## src/cnlcd_pkg.sv

```systemverilog
// Package for the character LCD nibble write sequencer.
// Types, command bytes and register defaults shared by all modules; no dependencies.
`timescale 1ns / 1ps
`default_nettype none

package cnlcd_pkg;

	// request modes
	typedef enum logic [2:0] {
		MODE_INIT    = 3'd0,
		MODE_CHAR    = 3'd1,
		MODE_COMMAND = 3'd2,
		MODE_CLEAR   = 3'd3,
		MODE_SHIFT   = 3'd4,
		MODE_GOTO    = 3'd5,
		MODE_NUMBER  = 3'd6
	} mode_t;

	// spare mode code: taken and dropped without a beat
	localparam logic [2:0] MODE_UNUSED = 3'd7;

	// configuration register indexes
	localparam logic [1:0] CFG_ENABLE_PULSE   = 2'd0;
	localparam logic [1:0] CFG_COMMAND_SETTLE = 2'd1;
	localparam logic [1:0] CFG_CLEAR_SETTLE   = 2'd2;
	localparam logic [1:0] CFG_POWERUP_WAIT   = 2'd3;

	localparam int unsigned CFG_W = 16;

	localparam logic [CFG_W-1:0] RST_COMMAND_SETTLE = 16'd45;
	localparam logic [CFG_W-1:0] RST_CLEAR_SETTLE   = 16'd2000;
	localparam logic [CFG_W-1:0] RST_POWERUP_WAIT   = 16'd35000;

	// controller command bytes
	localparam logic [7:0] CMD_FUNCTION_SET = 8'h28;
	localparam logic [7:0] CMD_DISPLAY_ON   = 8'h0F;
	localparam logic [7:0] CMD_CLEAR        = 8'h01;
	localparam logic [7:0] CMD_ENTRY_MODE   = 8'h06;
	localparam logic [7:0] CMD_SHIFT_LEFT   = 8'h18;
	localparam logic [7:0] CMD_SHIFT_RIGHT  = 8'h1C;
	localparam logic [7:0] LINE0_BASE       = 8'h80;
	localparam logic [7:0] LINE1_BASE       = 8'hC0;

	localparam logic [3:0] NIB_WAKE  = 4'h2;  // lone 4-bit mode nibble
	localparam logic [3:0] ASCII_DIG = 4'h3;  // high nibble of '0'..'9'

	localparam logic [3:0] INIT_LAST_IDX = 4'd9;

	// decimal conversion
	localparam int unsigned NUM_W    = 32;
	localparam int unsigned NDIG     = 10;
	localparam int unsigned BCD_W    = 4 * NDIG;
	localparam int unsigned STEP_W   = $clog2(NUM_W + 1);
	localparam logic [3:0]  NDIG_MAX = 4'(NDIG);

	typedef struct packed {
		logic        start;
		logic        shift;   // drop the top digit
	} dgt_ctrl_t;

	typedef struct packed {
		logic        busy;
		logic [3:0]  top;     // most significant remaining digit
	} dgt_stat_t;

	// init command list, in send order
	function automatic logic [7:0] init_cmd(input logic [1:0] idx);
		logic [7:0] b;
		case (idx)
			2'd0:    b = CMD_FUNCTION_SET;
			2'd1:    b = CMD_DISPLAY_ON;
			2'd2:    b = CMD_CLEAR;
			default: b = CMD_ENTRY_MODE;
		endcase
		return b;
	endfunction

endpackage

`default_nettype wire

```

## src/char_lcd_nibble_write_sequencer.sv

```systemverilog
// Top level of the character LCD nibble write sequencer: request decode,
// beat sequencer, settle registers and output register. Depends on cnlcd_pkg, cnlcd_digit_unit.
`timescale 1ns / 1ps
`default_nettype none

// Usage
//  Input channel (in_valid/in_stall): one request beat per LCD operation.
//  in_stall is high from the accepting edge until the last result beat has
//  been handed to the output register; one request is in flight at a time.
//  Output channel (out_valid/out_stall): one beat per bus action, either a
//  nibble write (kind 0) or a pure wait (kind 1); last marks the final beat.
//  Non-number modes give 2 beats (10 for init), one beat per cycle while the
//  output does not stall. Number mode first runs the shift/add-3 unit, then
//  strips leading zeros at one digit per cycle (up to 9), then emits two beats
//  per digit, one per cycle while the output does not stall.
//  A request in mode 7 is taken and produces nothing.
//  A stall on the output freezes the sequencer with the beat held in the
//  output register; nothing is dropped or repeated.
//  Reset clears the sequencer and output valid and loads the settle defaults.
//  Configuration writes (cfg_write/cfg_index/cfg_data) take effect at once and
//  are meant for idle periods. The enable pulse width register is accepted
//  but does not show in any result beat.

module char_lcd_nibble_write_sequencer (
	input  wire         clk,
	input  wire         arst_n,
	// configuration
	input  wire         cfg_write,
	input  wire  [1:0]  cfg_index,
	input  wire  [15:0] cfg_data,
	// request channel
	input  wire         in_valid,
	output logic        in_stall,
	input  wire  [2:0]  mode,
	input  wire  [7:0]  data_byte,
	input  wire         shift_right,
	input  wire         line_select,
	input  wire  [5:0]  column,
	input  wire  [31:0] number_value,
	// result channel
	output logic        out_valid,
	input  wire         out_stall,
	output logic        kind,
	output logic        reg_select,
	output logic [3:0]  nibble,
	output logic [15:0] pause_after_us,
	output logic        last
);

	typedef enum logic [3:0] {
		S_IDLE = 4'b0001,
		S_CONV = 4'b0010,
		S_TRIM = 4'b0100,
		S_EMIT = 4'b1000
	} state_t;

	state_t              state_q;
	cnlcd_pkg::mode_t    mode_q;
	logic [7:0]          data_q;
	logic                sright_q;
	logic                line_q;
	logic [5:0]          col_q;
	logic [3:0]          idx_q;
	logic [3:0]          ndig_q;

	logic [15:0]         cmd_settle_q;
	logic [15:0]         clr_settle_q;
	logic [15:0]         pwr_wait_q;

	logic                out_valid_q;
	logic                kind_q;
	logic                rs_q;
	logic [3:0]          nib_q;
	logic [15:0]         pause_q;
	logic                last_q;

	cnlcd_pkg::dgt_ctrl_t dgt_ctrl;
	cnlcd_pkg::dgt_stat_t dgt_stat;

	logic                accept;
	logic                load;
	logic                trim_step;

	// beat under construction
	logic                b_kind;
	logic                b_rs;
	logic [7:0]          b_byte;
	logic                b_low;
	logic [15:0]         b_pause_lo;
	logic                b_last;
	logic [3:0]          b_nib;
	logic [15:0]         b_pause;
	logic [3:0]          init_j;

	assign accept    = in_valid && !in_stall;
	assign in_stall  = (state_q != S_IDLE);
	assign load      = (state_q == S_EMIT) && (!out_valid_q || !out_stall);
	assign trim_step = (state_q == S_TRIM) && (dgt_stat.top == 4'h0) && (ndig_q > 4'd1);

	assign dgt_ctrl.start = accept && (cnlcd_pkg::mode_t'(mode) == cnlcd_pkg::MODE_NUMBER);
	assign dgt_ctrl.shift = trim_step ||
		(load && (mode_q == cnlcd_pkg::MODE_NUMBER) && idx_q[0]);

	cnlcd_digit_unit u_digit (
		.clk    (clk),
		.arst_n (arst_n),
		.ctrl   (dgt_ctrl),
		.value  (number_value),
		.stat   (dgt_stat)
	);

	// settle registers; the enable pulse width is not stored
	always_ff @(posedge clk or negedge arst_n) begin
		if (!arst_n) begin
			cmd_settle_q <= cnlcd_pkg::RST_COMMAND_SETTLE;
			clr_settle_q <= cnlcd_pkg::RST_CLEAR_SETTLE;
			pwr_wait_q   <= cnlcd_pkg::RST_POWERUP_WAIT;
		end else if (cfg_write) begin
			unique case (cfg_index)
				cnlcd_pkg::CFG_ENABLE_PULSE:   ;
				cnlcd_pkg::CFG_COMMAND_SETTLE: cmd_settle_q <= cfg_data;
				cnlcd_pkg::CFG_CLEAR_SETTLE:   clr_settle_q <= cfg_data;
				cnlcd_pkg::CFG_POWERUP_WAIT:   pwr_wait_q   <= cfg_data;
				default: ;
			endcase
		end
	end

	// beat decode from mode and position
	always_comb begin
		init_j     = idx_q - 4'd2;
		b_kind     = 1'b0;
		b_rs       = 1'b0;
		b_byte     = 8'h00;
		b_low      = idx_q[0];
		b_pause_lo = 16'd0;
		b_last     = idx_q[0];
		case (mode_q)
			cnlcd_pkg::MODE_INIT: begin
				b_last = (idx_q == cnlcd_pkg::INIT_LAST_IDX);
				if (idx_q == 4'd0) begin
					b_kind = 1'b1;
					b_low  = 1'b1;
					b_pause_lo = pwr_wait_q;
				end else if (idx_q == 4'd1) begin
					b_byte = {4'h0, cnlcd_pkg::NIB_WAKE};
					b_low  = 1'b1;
				end else begin
					b_byte = cnlcd_pkg::init_cmd(init_j[2:1]);
					b_low  = init_j[0];
					case (init_j[2:1])
						2'd2:    b_pause_lo = clr_settle_q;
						2'd3:    b_pause_lo = 16'd0;
						default: b_pause_lo = cmd_settle_q;
					endcase
				end
			end
			cnlcd_pkg::MODE_CHAR: begin
				b_rs   = 1'b1;
				b_byte = data_q;
			end
			cnlcd_pkg::MODE_COMMAND: b_byte = data_q;
			cnlcd_pkg::MODE_CLEAR: begin
				b_byte     = cnlcd_pkg::CMD_CLEAR;
				b_pause_lo = clr_settle_q;
			end
			cnlcd_pkg::MODE_SHIFT: begin
				b_byte     = sright_q ? cnlcd_pkg::CMD_SHIFT_RIGHT : cnlcd_pkg::CMD_SHIFT_LEFT;
				b_pause_lo = cmd_settle_q;
			end
			cnlcd_pkg::MODE_GOTO: begin
				// column < 64, so the OR touches only bits 5:0 and equals the sum
				b_byte     = (line_q ? cnlcd_pkg::LINE1_BASE : cnlcd_pkg::LINE0_BASE) |
					{2'b00, col_q};
				b_pause_lo = cmd_settle_q;
			end
			cnlcd_pkg::MODE_NUMBER: begin
				b_rs   = 1'b1;
				b_byte = {cnlcd_pkg::ASCII_DIG, dgt_stat.top};
				b_last = idx_q[0] && (ndig_q == 4'd1);
			end
			default: b_last = 1'b1;
		endcase
		b_nib   = b_kind ? 4'h0 : (b_low ? b_byte[3:0] : b_byte[7:4]);
		b_pause = b_low ? b_pause_lo : 16'd0;
	end

	// sequencer
	always_ff @(posedge clk or negedge arst_n) begin
		if (!arst_n) begin
			state_q <= S_IDLE;
			idx_q   <= '0;
			ndig_q  <= '0;
		end else begin
			unique case (state_q)
				S_IDLE: begin
					idx_q  <= '0;
					ndig_q <= cnlcd_pkg::NDIG_MAX;
					if (accept) begin
						if (cnlcd_pkg::mode_t'(mode) == cnlcd_pkg::MODE_NUMBER)
							state_q <= S_CONV;
						else if (mode != cnlcd_pkg::MODE_UNUSED)
							state_q <= S_EMIT;
					end
				end
				S_CONV: begin
					if (!dgt_stat.busy)
						state_q <= S_TRIM;
				end
				S_TRIM: begin
					if (trim_step)
						ndig_q <= ndig_q - 1'b1;
					else
						state_q <= S_EMIT;
				end
				S_EMIT: begin
					if (load) begin
						idx_q <= idx_q + 1'b1;
						if ((mode_q == cnlcd_pkg::MODE_NUMBER) && idx_q[0])
							ndig_q <= ndig_q - 1'b1;
						if (b_last)
							state_q <= S_IDLE;
					end
				end
				default: state_q <= S_IDLE;
			endcase
		end
	end

	always_ff @(posedge clk) begin
		if (accept) begin
			mode_q   <= cnlcd_pkg::mode_t'(mode);
			data_q   <= data_byte;
			sright_q <= shift_right;
			line_q   <= line_select;
			col_q    <= column;
		end
	end

	// output register
	always_ff @(posedge clk or negedge arst_n) begin
		if (!arst_n)
			out_valid_q <= 1'b0;
		else if (load)
			out_valid_q <= 1'b1;
		else if (!out_stall)
			out_valid_q <= 1'b0;
	end

	always_ff @(posedge clk) begin
		if (load) begin
			kind_q  <= b_kind;
			rs_q    <= b_rs;
			nib_q   <= b_nib;
			pause_q <= b_pause;
			last_q  <= b_last;
		end
	end

	assign out_valid      = out_valid_q;
	assign kind           = kind_q;
	assign reg_select     = rs_q;
	assign nibble         = nib_q;
	assign pause_after_us = pause_q;
	assign last           = last_q;

	a_digits_in_range: assert property (@(posedge clk) disable iff (!arst_n)
		(state_q == S_EMIT && mode_q == cnlcd_pkg::MODE_NUMBER) |->
			(ndig_q != 4'd0 && ndig_q <= cnlcd_pkg::NDIG_MAX))
		else $error("digit count out of range while emitting");

	a_last_ends: assert property (@(posedge clk) disable iff (!arst_n)
		(load && b_last) |=> (state_q == S_IDLE))
		else $error("sequencer kept running after final beat");

	a_no_beat_converting: assert property (@(posedge clk) disable iff (!arst_n)
		(state_q == S_CONV || state_q == S_TRIM) |-> !load)
		else $error("beat loaded before digits were ready");

	// first emit cycle after the strip: top digit is non-zero unless it is the lone one
	a_top_digit: assert property (@(posedge clk) disable iff (!arst_n)
		(state_q == S_EMIT && $past(state_q == S_TRIM) && ndig_q > 4'd1) |->
			(dgt_stat.top != 4'h0))
		else $error("leading zero not stripped");

endmodule

`default_nettype wire

```

## src/cnlcd_digit_unit.sv

```systemverilog
// Shift/add-3 unit: binary to packed BCD, one bit per cycle.
// Depends on cnlcd_pkg.
`timescale 1ns / 1ps
`default_nettype none

module cnlcd_digit_unit (
	input  wire                            clk,
	input  wire                            arst_n,
	input  wire cnlcd_pkg::dgt_ctrl_t      ctrl,
	input  wire [cnlcd_pkg::NUM_W-1:0]     value,
	output cnlcd_pkg::dgt_stat_t           stat
);

	logic [cnlcd_pkg::NUM_W-1:0]  bin_q;
	logic [cnlcd_pkg::BCD_W-1:0]  bcd_q;
	logic [cnlcd_pkg::STEP_W-1:0] step_q;
	logic [cnlcd_pkg::BCD_W-1:0]  bcd_adj;

	// digits of 5 and up get +3 before the shift
	always_comb begin
		for (int d = 0; d < cnlcd_pkg::NDIG; d++) begin
			bcd_adj[4*d +: 4] = (bcd_q[4*d +: 4] >= 4'd5) ?
				bcd_q[4*d +: 4] + 4'd3 : bcd_q[4*d +: 4];
		end
	end

	always_ff @(posedge clk or negedge arst_n) begin
		if (!arst_n) begin
			step_q <= '0;
		end else if (ctrl.start) begin
			step_q <= cnlcd_pkg::STEP_W'(cnlcd_pkg::NUM_W);
		end else if (step_q != '0) begin
			step_q <= step_q - 1'b1;
		end
	end

	always_ff @(posedge clk) begin
		if (ctrl.start) begin
			bin_q <= value;
			bcd_q <= '0;
		end else if (step_q != '0) begin
			bin_q <= {bin_q[cnlcd_pkg::NUM_W-2:0], 1'b0};
			bcd_q <= {bcd_adj[cnlcd_pkg::BCD_W-2:0], bin_q[cnlcd_pkg::NUM_W-1]};
		end else if (ctrl.shift) begin
			bcd_q <= {bcd_q[cnlcd_pkg::BCD_W-5:0], 4'h0};
		end
	end

	assign stat.busy = (step_q != '0);
	assign stat.top  = bcd_q[cnlcd_pkg::BCD_W-1 -: 4];

	a_start_idle: assert property (@(posedge clk) disable iff (!arst_n)
		ctrl.start |-> !stat.busy)
		else $error("digit unit restarted mid conversion");

	a_no_shift_busy: assert property (@(posedge clk) disable iff (!arst_n)
		ctrl.shift |-> !stat.busy)
		else $error("digit shift during conversion");

endmodule

`default_nettype wire
```

## config.mk

```make
export PLATFORM = sky130hd
export DESIGN_NAME = char_lcd_nibble_write_sequencer
export DESIGN_NICKNAME = d
export VERILOG_FILES = /design/src/cnlcd_pkg.sv /design/src/char_lcd_nibble_write_sequencer.sv /design/src/cnlcd_digit_unit.sv
export SDC_FILE = /design/constraint.sdc
export NUM_CORES = 1
export LEC_CHECK = 0
export BUFFER_PORTS_ARGS = -buffer_cell sky130_fd_sc_hd__buf_4
export CORE_ASPECT_RATIO = 1.2
export CORE_UTILIZATION = 46
export CTS_CLUSTER_DIAMETER = 40
export CTS_CLUSTER_SIZE = 14
export DETAILED_ROUTE_END_ITERATION = 12
export HOLD_SLACK_MARGIN = 0.02
export PLACE_DENSITY = 0.65
export SLEW_MARGIN = 10
export SYNTH_ARGS = -nofsm -noshare
export SYNTH_HDL_FRONTEND = slang
export SYNTH_SLANG_ARGS = --single-unit
```

## constraint.sdc

```tcl
create_clock -name clk -period 5.5 [get_ports clk]
set_input_delay 1.65 -clock clk [delete_from_list [all_inputs] [get_ports clk]]
set_output_delay 1.65 -clock clk [all_outputs]
set_load 0.01 [all_outputs]
```

==> results of run 1 <==
sequential cells by signal, summed over array words and instances, names as in the netlist, 6 cells and up:
signal,cells
clr_settle_q,16
cmd_settle_q,16
u_digit.step_q,6
data_q,8
u_digit.bcd_q,40
pause_after_us,16
col_q,6
pwr_wait_q,16
u_digit.bin_q,32
path summary, 6_finish.rpt:
path | cells after the start | to | from
max | 3 | in_stall | state_q[0]
min | 1 | cmd_settle_q[1] | cmd_settle_q[1]
max reg2reg | 5 | u_digit.bin_q[18] | state_q[0]
min reg2reg | 1 | cmd_settle_q[1] | cmd_settle_q[1]
max in group asynchronous | 1 | state_q[3] | arst_n
min in group asynchronous | 1 | idx_q[3] | arst_n
layer usage:
metal / track usage / vias to the layer above / part of all wire
li1: - / 3354 / -
met1: 0.2471 / 3316 / 0.45
met2: 0.3432 / 117 / 0.50
met3: 0.03385 / 19 / 0.031
met4: 0.07280 / 0 / 0.014
met5: 0 / - / 0
cells in the final DEF (no fill, tap or decap), types with 4 or more instances in the layout:
| cell | count |
|---|---|
| a311oi_1 | 7 |
| nand2_1 | 166 |
| nand3_1 | 21 |
| o211ai_1 | 20 |
| mux2i_1 | 27 |
| o31ai_1 | 4 |
| mux2_2 | 50 |
| buf_4 | 105 |
| dfstp_2 | 17 |
| inv_8 | 6 |
| ha_1 | 32 |
| dfxtp_1 | 40 |
| nor2_1 | 66 |
| and3_1 | 4 |
| nor2b_1 | 6 |
| edfxtp_1 | 74 |
| dfrtp_1 | 50 |
| clkinv_8 | 5 |
| a222oi_1 | 16 |
| o21ai_0 | 54 |
| nor3_1 | 6 |
| clkbuf_16 | 17 |
| a31oi_1 | 13 |
| a21oi_1 | 38 |
| inv_1 | 33 |
| xnor2_1 | 12 |
| nor3b_1 | 5 |
| nand2b_1 | 13 |
| nor4_1 | 7 |
| a211o_1 | 4 |
metrics by stage:
| step | instances | area [um2] |
|---|---|---|
| after detailed placement | 1208 | 10030 |
| final | 1240 | 10650 |
| after global placement | 1208 | 10030 |
| after global routing | 1240 | 10650 |
| after floorplan | 889 | 9141 |
| after CTS | 1240 | 10650 |
power groups by stage:
stage	clock (uW)	combinational, uW	sequential, uW
2_1_floorplan	0	1580	2210
3_3_place_gp	0	1930	2310
3_5_place_dp	0	1970	2310
4_1_cts	1290	1990	2280
5_1_grt	1330	2240	2340
6_report	1260	1970	2280
cells by family (layout without fill, tap and decap cells):
family,count (synthesis),in the layout
xor+xnor,12,12
fa+ha+maj,32,32
flops,181,181
buf+inv,81,171
simple gates,315,315
mux,77,77
compound gates,191,191
area by class of cell:
cell class	count	share of cell area
clock inverters	15	0.01879
multi-input cells	627	0.3815
repair buffers	105	0.07400
flip-flops and latches	181	0.4432
clock buffers	17	0.03993
well taps	261	0.03066
inverters	34	0.01198
Yosys cell counts (2+ instances only):
master,instances
a222oi_1,16
ha_1,32
o21ai_0,54
a221oi_1,3
a21o_1,2
mux2_2,50
o311a_1,2
nand3b_1,2
o2111ai_1,2
or4b_2,2
buf_2,14
or3_1,2
nor2b_1,6
o221ai_1,2
and3_1,4
a32oi_1,2
buf_6,6
nor4_1,7
a211o_1,4
xnor2_1,12
nor3b_1,5
edfxtp_1,74
nand2b_1,13
o311ai_0,2
dfrtp_1,50
a311oi_1,7
dfxtp_1,40
clkbuf_1,26
nand2_1,167
o21a_1,3
inv_1,33
mux2i_1,27
nor3_1,6
nor2_1,66
and2_1,2
o211ai_1,20
nand3_1,21
nor4b_2,2
a211oi_1,2
a21oi_1,40
a31oi_1,13
dfstp_2,17
a2bb2oi_1,2
o31ai_1,4
and3_2,2
==> flow_metrics.env, run 1 <==
export IMPL_status="completed"
export IMPL_crit_slowest_cell="nor4b_2"
export IMPL_path_delay_family="simple AND/OR/NAND/NOR gates"
export IMPL_ctsResizeCount=0
export IMPL_cp_max_fo=6
export IMPL_synth_compound_area_frac=0.1421
export IMPL_synth_mux_area_frac=0.09116
export IMPL_clock_skew_ns=0.01338
export IMPL_p_sw_uw=2026
export IMPL_peakVddDrop_mv=0.3099
export IMPL_crit_path_end_kind="primary output"
export IMPL_multiInputGateArea_um2=4064
export IMPL_routed_via_density=5.489
export IMPL_gp_congestion=0.8318
export IMPL_synth_xor_area_share=0.01150
export IMPL_overflow=0
export IMPL_synth_adder_area_share=0.04380
export IMPL_start_kind="register"
export IMPL_ys_top_cells_by_area="edfxtp_1, dfrtp_1, dfxtp_1, nand2_1, mux2_2"
export IMPL_pre_cts_ws_ns=1.798
export IMPL_fin_ws_ns=1.679
export IMPL_rsz0062_at_grt="false"
export IMPL_clk_latency_ns=0.44
export IMPL_clockBufferDepth=2
export IMPL_synth_cells=889
export IMPL_io_buffer_count=98
export IMPL_coreArea_um2=19480
export IMPL_p_total_uw=5520
export IMPL_wl_per_cell_um=15.63
export IMPL_hold_slack_ns=0.5057
export IMPL_root_buffer="clkbuf_16"
export IMPL_grt_pass1_wl_um=31420
export IMPL_reg2reg_slack_ns=2.26
export IMPL_yosysTopAreaCellShare=0.2431
export IMPL_final_util=0.5469
export IMPL_drtAntennaViolNets=0
export IMPL_combPwrFrac=0.358
export IMPL_ctsHoldBuffers=0
export IMPL_start_util=0.4693
export IMPL_routed_wl_um=19380
export IMPL_max_cap_violations=0
export IMPL_async_flop_share=0.3702
export IMPL_p_leak_uw=0.004523
export IMPL_ys_flop_type="edfxtp_1"
export IMPL_via_count=6806
export IMPL_synth_top_family_by_area="simple AND/OR/NAND/NOR gates"
export IMPL_die_y_um=156.4
export IMPL_p_seq_frac=0.414
export IMPL_antenna_cells=0
export IMPL_io_pins=99
export IMPL_synth_edf_count=74
export IMPL_hold_class="reg -> reg"
export IMPL_max_freq_mhz=261.7
export IMPL_cts_tree="done"
export IMPL_p_per_area_nw_per_um2=518.2
export IMPL_drc_errors=0
export IMPL_slew_violations=0
export IMPL_cp_num_buf_inv=2
export IMPL_grt_max_degree=68
export IMPL_yosysWarnings=0
export IMPL_synth_area_um2=9141
export IMPL_period_share=0.6947
export IMPL_path_cells="nor4b_2 -> inv_1 -> buf_4"
export IMPL_finalHoldViolCount=0
export IMPL_arrival_ns=2.17
export IMPL_seq_area_frac_synth=0.5164
export IMPL_postCtsSetupRepairBufs=0
export IMPL_register_area_um2=4721
export IMPL_dr_pass1_iters=8
export IMPL_synthesis_nets=995
export IMPL_crit_type="reg -> out"
export IMPL_cts_buffers=17
export IMPL_rows=56
export IMPL_dp_final_hpwl_um=12400
export IMPL_drt_iter0_drc=470
export IMPL_intPower_uw=3494
export IMPL_die_x_um=130.7
export IMPL_setup_viol=0
export IMPL_required_ns=3.85
export IMPL_cts_max_level=4
export IMPL_min_period_ns=3.821
export IMPL_pwr_share_clk=0.228
export IMPL_worstMarginPinSlew_ns=1.188
export IMPL_path_clk_slew_ns=0.07
export IMPL_first_global_vias=6280
export IMPL_synth_distinct_cells=66
export IMPL_synth_avg_cell_area_um2=10.28
export IMPL_synthSimpleGateAreaFrac=0.1549
export IMPL_dieArea_um2=20440
export IMPL_synth_seq_cells=181
export IMPL_cts_sinks=181
export IMPL_tns_ns=0
export IMPL_crit_path_max_incr_delay_ns=0.64
export IMPL_maxSlewHeadroom=0.2078
export IMPL_synth_top_cell_by_area="edfxtp_1"
export IMPL_fin_nets=1072
export IMPL_swShare=0.3670
export IMPL_syn_to_final_growth_pct=16.53
export IMPL_grt_use_total=0.1989
export IMPL_nFillCells=1785
export IMPL_antenna_found_initial=0
export IMPL_drive_gt1_frac=0.2298
No activity file was read; power rests on OpenSTA's default activity.
==> run 2, diff against run 1 <==
--- a/config.mk
+++ b/config.mk
@@ -12,7 +12,7 @@
 export CTS_CLUSTER_SIZE = 14
 export DETAILED_ROUTE_END_ITERATION = 12
 export HOLD_SLACK_MARGIN = 0.02
-export PLACE_DENSITY = 0.65
+export PLACE_DENSITY = 0.67
 export SLEW_MARGIN = 10
 export SYNTH_ARGS = -nofsm -noshare
 export SYNTH_HDL_FRONTEND = slang
==> constraint.sdc (replaced) <==
create_clock -name clk -period 3.51 [get_ports clk]
set_input_delay 1.053 -clock clk [delete_from_list [all_inputs] [get_ports clk]]
set_output_delay 1.053 -clock clk [all_outputs]
set_load 0.01 [all_outputs]
==> run 2 against run 1 <==
  * Worst hold slack improved by 0.0038 ns
  * Final cell count rose by 1.2%
  * Clock-buffer cell count rose by 1
  * Routed wire length rose by 3.1%
  * Critical path type unchanged
  * Largest cell class unchanged
  * Highest routed layer unchanged
==> flow_metrics.env, run 2 (synthesis gave the netlist of run 1 again) <==
export IMPL_wl_per_cell_um=15.92
export IMPL_arrival_ns=1.70
export IMPL_rsz0062_at_grt="false"
export IMPL_path_cells="nor4b_2 -> buf_4 -> inv_1 -> buf_4"
export IMPL_grt_pass1_wl_um=32820
export IMPL_maxSlewHeadroom=0.3953
export IMPL_hold_class="reg -> reg"
export IMPL_cts_max_level=4
export IMPL_overflow=0
export IMPL_regMostFlops="u_digit.bcd_q"
export IMPL_clock_skew_ns=0.01579
export IMPL_cp_max_fo=6
export IMPL_worstMarginPinSlew_ns=0.9070
export IMPL_clockBufferDepth=2
export IMPL_cts_tree="done"
export IMPL_crit_path_end_kind="primary output"
export IMPL_path_clk_slew_ns=0.08
export IMPL_via_count=6965
export IMPL_min_to="cmd_settle_q[12]"
export IMPL_cts_sinks=181
export IMPL_gp_congestion=0.8615
export IMPL_ctsResizeCount=0
export IMPL_antenna_found_initial=0
export IMPL_nFillCells=1764
export IMPL_setup_viol=0
export IMPL_finalHoldViolCount=0
export IMPL_max_cap_violations=0
export IMPL_crit_slowest_cell="dfstp_2"
export IMPL_p_leak_uw=0.004607
export IMPL_ctsHoldBuffers=0
export IMPL_crit_path_max_incr_delay_ns=0.59
export IMPL_cpMostUsedCell="buf_4"
export IMPL_period_share=0.7840
export IMPL_postCtsSetupRepairBufs=0
export IMPL_die_y_um=156.4
export IMPL_first_global_vias=6644
export IMPL_reg2reg_slack_ns=0.91
export IMPL_coreArea_um2=19480
export IMPL_required_ns=2.46
export IMPL_root_buffer="clkbuf_16"
export IMPL_crit_type="reg -> out"
export IMPL_clk_latency_ns=0.44
export IMPL_path_delay_family="flip-flops"
export IMPL_antenna_cells=0
export IMPL_die_x_um=130.7
export IMPL_hold_path_cell_count=1
export IMPL_reg_top3="u_digit.bcd_q: 40 flops, u_digit.bin_q: 32 flops"
export IMPL_post_place_cells=1223
export IMPL_worstHoldStart="cmd_settle_q[12]"
export IMPL_drc_errors=0
export IMPL_routed_via_density=5.550
export IMPL_instances_no_fill=1255
export IMPL_dieArea_um2=20440
export IMPL_start_util=0.4693
export IMPL_routed_wl_um=19980
export IMPL_min_period_ns=2.752
export IMPL_io_buffer_count=98
export IMPL_cts_buffers=17
export IMPL_p_per_area_nw_per_um2=811.6
export IMPL_slew_violations=0
export IMPL_layout_commonest_cell="nand2_1"
export IMPL_mostFrequentLayoutCells="nand2_1, buf_4, edfxtp_1"
export IMPL_grt_max_degree=85
export IMPL_max_freq_mhz=363.4
export IMPL_rows=56
export IMPL_r2r_cells=6
export IMPL_tns_ns=0
export IMPL_fin_nets=1087
export IMPL_io_pins=99
export IMPL_grt_use_total=0.2049
export IMPL_start_kind="register"
export IMPL_drtAntennaViolNets=0
export IMPL_startpoint="state_q[0]"
export IMPL_dp_final_hpwl_um=13160
export IMPL_crit_cells=4
export IMPL_peakVddDrop_mv=0.4011
export IMPL_syn_to_final_growth_pct=17.98
export IMPL_worstReg2RegEnd="u_digit.bcd_q[4]"
export IMPL_drive_gt1_frac=0.2394
export IMPL_reg2reg_from="mode_q[1]"
export IMPL_status="completed"
export IMPL_cp_num_buf_inv=3
export IMPL_largest_reg_flops=40
export IMPL_drt_iter0_drc=562
export IMPL_dr_pass1_iters=7
[run 2: cell count changes in the layout (fill, tap and decap cells not counted), sizes merged]
cell / previous run / this run
buf: 105 / 120
bufinv: 1 / 0
clkbuf: 17 / 18
[run 2: power breakdown]
| group | internal [uW] | total, uW | leakage [uW] | switching [uW] |
|---|---|---|---|---|
| sequential | 3030 | 3570 | 0.00188 | 540 |
| clock | 1030 | 2000 | 0.000310 | 978 |
| combinational | 1450 | 3180 | 0.00242 | 1730 |
[run 2: layout make-up]
cell class,count,area [um2],area share
timing repair buffer,120,913.4,0.08469
clock inverter,14,190.2,0.01763
multi-input combinational,627,4056,0.3761
sequential,181,4721,0.4377
inverter,34,127.6,0.01183
clock buffer,18,450.4,0.04176
tap,261,326.6,0.03028
[run 2: metrics by stage]
step | hold WS, ns | utilization | worst slack [ns] | instance area [um2] | total power, uW
after detailed placement | 0.4929 | 0.5208 | 0.6163 | 10140 | 6792
final | 0.5095 | 0.5537 | 0.7582 | 10790 | 8753
after floorplan | 0.4649 | - | 0.4624 | 9141 | 5930
after CTS | 0.5101 | 0.5537 | 0.7477 | 10790 | 8816
after global placement | 0.4874 | 0.5208 | 0.6848 | 10140 | 6692
after global routing | 0.5169 | 0.5537 | 0.6949 | 10790 | 9393
[run 2: worst max-delay path by stage]
stage | endpoint | slack, ns
floorplan | u_digit.bin_q[0] | 0.46
global route | in_stall | 0.69
finish | in_stall | 0.76
CTS | in_stall | 0.75
global placement | u_digit.bcd_q[12] | 0.68
detailed placement | u_digit.bcd_q[4] | 0.62
[run 2: routing by layer]
| layer | track usage | wire length [um] | vias up |
|---|---|---|---|
| li1 | - | - | 3387 |
| met1 | 0.2506 | 8581 | 3398 |
| met2 | 0.3641 | 10470 | 157 |
| met3 | 0.03521 | 660 | 23 |
| met4 | 0.06185 | 275 | 0 |
| met5 | 0 | 0 | - |
[run 2: worst register-to-register path, delay by kind of cell, from the launching register on]
| family | cells | cell delay (ns) |
|---|---|---|
| AND/OR/NAND/NOR | 2 | 0.78 |
| buffers and inverters | 1 | 0.19 |
| multiplexers | 1 | 0.25 |
| AO/OA/AOI/OAI | 2 | 0.99 |
| flip-flops | 1 | 0.32 |
